==> src/sv/tpr_pkg.sv <==
// ----------------------------------------------------------------------------
// tpr_pkg
// Shared sizes, codes and helpers of the trajectory point reassembler.
// ----------------------------------------------------------------------------
package tpr_pkg;

    localparam int ARMS       = 2;
    localparam int POINTS     = 16;
    localparam int JOINTS     = 6;
    localparam int OUT_JOINTS = 6;

    localparam int SLOTS   = ARMS * POINTS;
    localparam int MOTORS  = ARMS * JOINTS;
    localparam int ARM_W   = (ARMS > 1) ? $clog2(ARMS) : 1;
    localparam int JOINT_W = (JOINTS > 1) ? $clog2(JOINTS) : 1;
    localparam int SLOT_W  = (SLOTS > 1) ? $clog2(SLOTS) : 1;

    localparam int POS_W  = 32;
    localparam int TIME_W = 64;

    localparam logic [3:0]  MIN_LENGTH = 4'd8;
    localparam logic [7:0]  FINAL_MARK = 8'h01;

    localparam int          CFG_IDX_W    = 1;
    localparam int          CFG_DATA_W   = 11;
    localparam logic [10:0] FRAME_ID_RST = 11'd256;
    localparam logic        BUS_RST      = 1'b1;

    typedef enum logic [CFG_IDX_W-1:0] {
        CFG_FRAME_ID = 1'b0,
        CFG_BUS      = 1'b1
    } t_cfg_reg;

    typedef enum logic [2:0] {
        ST_IGNORED   = 3'd0,
        ST_SHORT     = 3'd1,
        ST_BAD_MOTOR = 3'd2,
        ST_BAD_POINT = 3'd3,
        ST_STORED    = 3'd4,
        ST_COMPLETE  = 3'd5
    } t_status;

    typedef logic [JOINTS-1:0][POS_W-1:0] t_joint_row;

    typedef struct packed {
        logic                  store;
        t_status               status;
        logic [ARM_W-1:0]      arm;
        logic [JOINT_W-1:0]    joint;
        logic [SLOT_W-1:0]     slot;
    } t_decode;

    // arm of a motor code known to be below MOTORS
    function automatic logic [ARM_W-1:0] motor_arm(input logic [7:0] motor);
        logic [ARM_W-1:0] arm;
        arm = '0;
        for (int a = 1; a < ARMS; a++) begin
            if (motor >= 8'(a * JOINTS)) begin
                arm = ARM_W'(a);
            end
        end
        return arm;
    endfunction

endpackage

==> src/sv/tpr_decode.sv <==
// ----------------------------------------------------------------------------
// tpr_decode
// Frame filter and check chain; splits the motor code into arm and joint.
// ----------------------------------------------------------------------------
module tpr_decode (
    input  logic                         i_bus_index,
    input  logic [10:0]                  i_frame_id,
    input  logic [3:0]                   i_frame_length,
    input  logic [7:0]                   i_point_byte,
    input  logic [7:0]                   i_motor_byte,
    input  logic [10:0]                  i_cfg_frame_id,
    input  logic                         i_cfg_bus,
    output tpr_pkg::t_decode             o_dec
);

    logic [tpr_pkg::ARM_W-1:0] n_arm;
    int                        n_slot;

    always_comb begin
        n_arm  = tpr_pkg::motor_arm(i_motor_byte);
        n_slot = int'(n_arm) * tpr_pkg::POINTS + int'(i_point_byte);

        o_dec.arm   = n_arm;
        o_dec.joint = tpr_pkg::JOINT_W'(int'(i_motor_byte) - int'(n_arm) * tpr_pkg::JOINTS);
        o_dec.slot  = tpr_pkg::SLOT_W'(n_slot);
        o_dec.store = 1'b0;

        if (i_bus_index != i_cfg_bus || i_frame_id != i_cfg_frame_id) begin
            o_dec.status = tpr_pkg::ST_IGNORED;
        end else if (i_frame_length < tpr_pkg::MIN_LENGTH) begin
            o_dec.status = tpr_pkg::ST_SHORT;
        end else if (i_motor_byte >= 8'(tpr_pkg::MOTORS)) begin
            o_dec.status = tpr_pkg::ST_BAD_MOTOR;
        end else if (int'(i_point_byte) >= tpr_pkg::POINTS) begin
            o_dec.status = tpr_pkg::ST_BAD_POINT;
        end else begin
            o_dec.status = tpr_pkg::ST_STORED;
            o_dec.store  = 1'b1;
        end
    end

endmodule

==> config.mk <==
export PLATFORM = sky130hd
export DESIGN_NAME = tpr_decode
export DESIGN_NICKNAME = d
export VERILOG_FILES = /design/src/sv/tpr_pkg.sv /design/src/sv/tpr_decode.sv
export SDC_FILE = /design/constraint.sdc
export NUM_CORES = 1
export LEC_CHECK = 0
export BUFFER_PORTS_ARGS = -buffer_cell sky130_fd_sc_hd__buf_2
export CAP_MARGIN = 20
export CORE_AREA = 2 2 39 41
export DETAILED_ROUTE_END_ITERATION = 10
export DIE_AREA = 0 0 41 43
export GPL_ROUTABILITY_DRIVEN = 0
export PLACE_DENSITY = 0.74
export SLEW_MARGIN = 20
export SYNTH_ARGS = -nofsm -noshare
export SYNTH_HDL_FRONTEND = slang
export SYNTH_SLANG_ARGS = --single-unit
==> constraint.sdc <==
create_clock -name vclk -period 1.27
set_input_delay 0.127 -clock vclk [all_inputs]
set_output_delay 0.127 -clock vclk [all_outputs]
set_load 0.01 [all_outputs]
# --- Word-level counts from Yosys, hierarchy flattened ---
# Cells that the tools add are included.
totals:
  register_bits: 0
  wordCells: 19
  out_inout_bits: 13
  inputBits: 44
classes:
  magnitude_cmp: 4
  n_mul: 1
  n_eq_ne: 2
  mux: 9
  n_addsub: 2
  n_reduce_logical: 1
op_table:
  columns: ["op", "count"]
  rows:
  - ["$mux 3", 4]
  - ["$ne 11x11->1", 1]
  - ["$ge 8x3->1 const B", 1]
  - ["$ge 8x4->1 const B", 1]
  - ["$ge 8x5->1 const B", 1]
  - ["$add 5x5->5", 1]
  - ["$mux 1", 5]
  - ["$lt 4x4->1 const B", 1]
  - ["$sub 3x3->3", 1]
  - ["$mul 1x2->2 const B", 1]
  - ["$logic_or 1x1->1", 1]
  - ["$ne 1x1->1", 1]

# --- Logic depth before layout (Yosys ltp) ---
# Gate-level depths: netlist (run 1).
logic_depth:
  word_depth: 5
  depth_mapped: 5

# --- Worst setup path after synthesis (run 1) ---
# Ideal clock, no wire load.
synth_timing:
  kind: "in2out"
  from: "in i_motor_byte[5]"
  to: "out o_dec[7] in the netlist's numbering"
  slack_ns: -0.015
  path_stages: 5
  arrival_time_ns: 1.158
  path_buffers: 0
  path_cell_list: "nor4_4 > nand2_1 > ha_1 > xnor2_1 > xnor2_1"
synth_rtl:
  columns: ["item", "line", "source"]
  rows:
  - ["start, declared", "tpr_decode.sv:10", "input logic [7:0] i_motor_byte,"]
  - ["end, declared", "tpr_decode.sv:13", "output tpr_pkg::t_decode o_dec"]

==> qor.yml, run 1 <==
final_layout:
  syn_to_final_growth_pct: 91.12
  stdcell_area_sq_um: 619.3
  regArea_sq_um: 0
  diodes: 0
  seq_cell_count: 0
  layout.nets: 128
  fin_cells: 97
  n_clock_buffer: 0
  drive_gt1_share_pct: 70.37
outcome:
  outcome: "finished, violations left"
  violations: "setup timing"
sta:
  period_minus_slack_ps: 1322
  finalWorstSetupSlack_ps: -52.10
  post-route-period-util_pct: 104.1
  hold_ws_ps: 254.0
  clock.fmax_mhz: 756.4
  setup_viol: 4
  tns_ps: -72.61
  hold_viol: 0
  max_slew_margin_pct: 77.09
  tightestPinTransition_ps: 340.5
  finalMaxSlewViolations: 0
  rsz0062_at_grt: "yes"
pwr:
  power_frac_comb_pct: 100.0
  power_switching_uw: 67.68
  p_int_uw: 97.25
  clkPwrFrac_pct: 0
  p_per_area_nw_per_um2: 266.3
  irDropWorstVdd_mv: 0.09163
  leakagePower_nw: 0.3132
  switching_share_pct: 41.04
  seqPwrFrac_pct: 0
critical_path:
  cpMaxStageDelayCell: "nor4_4"
  crit_chain: "buf_6 -> nor4_4 -> nand2_2 -> ha_4 -> xnor2_2 -> xnor2_1 -> buf_2"
  crit_arrival_ps: 1200
  end_kind: "output pin"
  cp-start-kind: "input port"
  path_class: "input port to output pin"
  required_ps: 1140
  crit_path_max_incr_delay_ps: 290
  crit_fanout: 2
route:
  routed_wl_um: 917
  via_count: 415
  viasPerCell: 4.278
  firstDrtPassIters: 2
  drtIter0Drc: 1
  wire_per_inst_um: 9.454
  drc: 0
  antenna_left: 0
synthesis:
  synth_common_cells: "xor2_1, buf_4, nand2_1, nor4_2"
  synthesis.nets: 86
  synth-xor-area-share_pct: 40.54
  yosysWarningCount: 0
  synth_cell_type_count: 16
  synthDominantAreaCellType: "xor2_1"
  synth-simple-area-share_pct: 33.98
  synth_compound_area_share_pct: 3.089
  synth_top_area_share_pct: 35.14
  yosysMostFrequentCell: "xor2_1"
  synth_area_sq_um: 324.1
  ys_top_cells_by_area: "xor2_1, buf_4, nor4_2"
  ys_seq_area_share_pct: 0
  synth_top_family_by_area: "XOR/XNOR gates"
  yosys-mux-area-fraction_pct: 0
  synthAdderAreaFrac_pct: 3.861
  syn-mean-instance-area_sq_um: 7.904
  synth_cells: 41
placement:
  place_ws_ps: -129.2
  port_buffers: 44
  hpwl_um: 796.2
  placed_cell_area_sq_um: 531.8
  dp_cells: 96
global_routing:
  grtUsageTotal_pct: 9.990
  grt_max_degree: 4
  grt_pass1_wl_um: 1317
  antenna_found_initial: 0
  grt_pass1_vias: 395
  grt_overflow: 0
worst_hold_path:
  hold_class: "input port to output pin"
floorplan:
  core_sq_um: 1384
  die_y_um: 43
  start_util_pct: 23.42
  die_area_sq_um: 1763
  rows: 14
  die_w_um: 41
  ioPinCount: 57
flow_run:
  cap_violations: 0
[layer usage]
metal,wire length (um),up-vias,share of wire (%),global-route usage [%]
met2,574,19,63,22.19
met4,6,0,0.65,1.333
met3,75,2,8.2,0
met1,261,182,28,8.544
met5,0,-,0,0
li1,-,212,-,-
[layout make-up]
class              count  area [sq um]
fillers              147         764.5
well taps             16         20.02
repair buffers        47         292.8
multi-input cells     32         299.0
inverters              2         7.507
[power by group through the flow]
| stage | logic, mW | registers, mW | clock network [mW] |
|---|---|---|---|
| 2_1_floorplan | 0.0772 | 0 | 0 |
| 3_3_place_gp | 0.137 | 0 | 0 |
| 3_5_place_dp | 0.141 | 0 | 0 |
| 4_1_cts | 0.156 | 0 | 0 |
| 5_1_grt | 0.181 | 0 | 0 |
| 6_report | 0.165 | 0 | 0 |
[final timing paths]
kind | start | endpoint | depth (start not counted)
max | i_motor_byte[4] | o_dec[7] | 7
min | i_motor_byte[0] | o_dec[5] | 0
[worst max-delay path: cells and delay by family]
| family | cells | cell delay [ps] |
|---|---|---|
| adders and majority gates | 1 | 170 |
| buffers and inverters | 2 | 230 |
| xor gates and xnor gates | 2 | 250 |
| and+or+nand+nor | 2 | 400 |
[placed cells by master, fill, tap and decap left out, drive strengths merged]
master / Yosys / final
o21ai: 1 / 1
nor2: 1 / 1
inv: 2 / 2
nand4: 1 / 1
nor2b: 1 / 1
xor2: 13 / 13
and4: 1 / 1
nand3: 1 / 1
nor4: 5 / 5
a21oi: 1 / 1
buf: 7 / 47
xnor2: 2 / 2
ha: 1 / 1
nand2: 4 / 4
[cell families after synthesis]
logic type	Yosys count
and+or+nand+nor	14
AOI/OAI and AO/OA	2
adders and majority gates	1
xor gates and xnor gates	15
buffers and inverters	9
[per-stage QoR]
| step | power, mW | utilization (%) |
|---|---|---|
| after floorplan | 0.07720 | - |
| after global placement | 0.1370 | 38.43 |
| after detailed placement | 0.1412 | 38.43 |
| after CTS | 0.1561 | 42.22 |
| after global routing | 0.1807 | 44.76 |
| final | 0.1649 | 44.76 |
[repair_timing]
action | 4_1_cts | 5_1_grt
gates resized for setup | 8 | 6
hold buffers | 0 | 0
hold endpoints to repair | 0 | 0
endpoints found under the setup margin | 4 | 6
setup buffers | 1 | 0
pin swaps | 4 | 9
(Power assumes the default switching activity.)
==> run 2, diff against run 1 <==
==> constraint.sdc (replaced) <==
create_clock -name vclk -period 1.27
set_input_delay 0.127 -clock vclk [all_inputs]
set_output_delay 0.127 -clock vclk [all_outputs]
set_load 0.02 [all_outputs]
==> run 2 against run 1 <==
The flow still finishes with violations (setup timing). Cell count up 4.1%. Wire length is 2.3% lower. Global-route usage down 0.090 points. Flip-flop and latch count is the same. Non-clock buffer count rose by 4. Design area rose by 9.7%. Via count increased by 2.7%. First-iteration DRC count down 100%. Critical path depth stayed put. Critical path type unchanged. Critical endpoint unchanged.
==> qor.yml, run 2 (synthesis results as in run 1) <==
floorplan:
  start_util_pct: 23.42  # unchanged
  die_area_sq_um: 1763  # unchanged
  core_sq_um: 1384  # unchanged
  rows: 14  # unchanged
  die_y_um: 43  # unchanged
  ioPinCount: 57  # unchanged
  die_w_um: 41  # unchanged
route:
  viasPerCell: 4.218  # was 4.278
  via_count: 426  # was 415
  routed_wl_um: 896  # was 917 um
  firstDrtPassIters: 1  # was 2
  wire_per_inst_um: 8.871  # was 9.454 um
  drc: 0  # unchanged
  drtIter0Drc: 0  # was 1
  antenna_left: 0  # unchanged
sta:
  finalWorstSetupSlack_ps: -97.08  # was -52.10 ps
  clock.fmax_mhz: 731.5  # was 756.4 MHz
  hold_ws_ps: 254.0  # about the same
  finalMaxSlewViolations: 0  # unchanged
  tightestPinTransition_ps: 379.7  # was 340.5 ps
  hold_viol: 0  # unchanged
  post-route-period-util_pct: 107.6  # was 104.1%
  rsz0062_at_grt: "yes"  # unchanged
  tns_ps: -184.4  # was -72.61 ps
  max_slew_margin_pct: 74.45  # was 77.09%
  period_minus_slack_ps: 1367  # was 1322 ps
  setup_viol: 4  # unchanged
placement:
  placed_cell_area_sq_um: 551.8  # was 531.8 sq um
  dp_cells: 98  # was 96
  hpwl_um: 761.5  # was 796.2 um
  place_ws_ps: -220.8  # was -129.2 ps
  port_buffers: 44  # unchanged
final_layout:
  stdcell_area_sq_um: 679.4  # was 619.3 sq um
  seq_cell_count: 0  # unchanged
  layout.nets: 132  # was 128
  drive_gt1_share_pct: 72.94  # was 70.37%
  fin_cells: 101  # was 97
  fin_util_pct: 49.10  # was 44.76%
  regArea_sq_um: 0  # unchanged
  layout_commonest_cell: "buf_2"  # unchanged
  syn_to_final_growth_pct: 109.7  # was 91.12%
  diodes: 0  # unchanged
  final_cell_mix: "buf_2, buf_4, xor2_1"  # was buf_2, xor2_1, buf_6
  n_clock_buffer: 0  # unchanged
pwr:
  p_total_uw: 189.3  # was 164.9 uW
  irDropWorstVdd_mv: 0.09657  # was 0.09163 mV
  leakagePower_nw: 0.3391  # was 0.3132 nW
  p_per_area_nw_per_um2: 278.6  # was 266.3 nW/um^2
critical_path:
  crit_arrival_ps: 1240  # was 1200 ps
  end_kind: "output pin"  # unchanged
  required_ps: 1140  # about the same
  cp-start-kind: "input port"  # unchanged
  crit_fanout: 2  # unchanged
  path_class: "input port to output pin"  # unchanged
global_routing:
  grt_pass1_vias: 388  # was 395
  grt_max_degree: 4  # unchanged
  antenna_found_initial: 0  # unchanged
  grtUsageTotal_pct: 9.900  # was 9.990%
  grt_util_met3_pct: 0.5236  # was 0%
  use_met1_pct: 10.48  # was 8.544%
  grt_pass1_wl_um: 1317  # unchanged
  use_met2_pct: 20.31  # was 22.19%
  top_usage_layer: "met2"  # unchanged
  grt_overflow: 0  # unchanged
flow_run:
  cap_violations: 0  # unchanged
worst_hold_path:
  hold_class: "input port to output pin"  # unchanged
outcome:
  outcome: "finished, violations left"  # unchanged
  violations: "setup timing"  # unchanged
run 2: changes by cell type in the layout (fill, tap and decap cells not counted):
cell     previous run  this run
buf_4               3        12
nand2_2             2         1
xor2_1             12        11
nand2_1             2         3
buf_6               8         7
xnor2_1             1         0
buf_2              36        32
xnor2_4             0         1
xor2_2              1         2
run 2: layer usage:
metal / wire [um] / vias to the layer above
li1: - / 220
met1: 260 / 175
met2: 511 / 31
met3: 125 / 0
met4: 0 / 0
met5: 0 / -
run 2: critical path: stages:
cell and delay, ps:
buf_6 90, nor4_4 300, nand2_2 120, ha_4 190, xnor2_4 150, xnor2_2 120
buf_4 150
run 2: area by class of cell:
class                      instances  area, sq um
fill                             130        704.4
timing repair buffer              51        329.1
multi-input combinational         32        322.8
tap                               16        20.02
inverter                           2        7.507
run 2: final timing paths:
kind       startpoint        to  cells past startpoint
max   i_motor_byte[6]  o_dec[7]                      7
min   i_point_byte[1]  o_dec[1]                      0
run 2: report_power, final:
part	total, mW	internal (mW)	switching [mW]	leakage, nW
registers	0	0	0	0
clock network	0	0	0	0
logic	0.189	0.110	0.0794	0.339
run 2: repair_timing:
action | 4_1_cts | 5_1_grt
gates resized for setup | 13 | 9
hold buffers | 0 | 0
pin swaps | 7 | 5
setup endpoints to repair | 5 | 7
hold endpoints to repair | 0 | 0
buffers inserted | 2 | 1
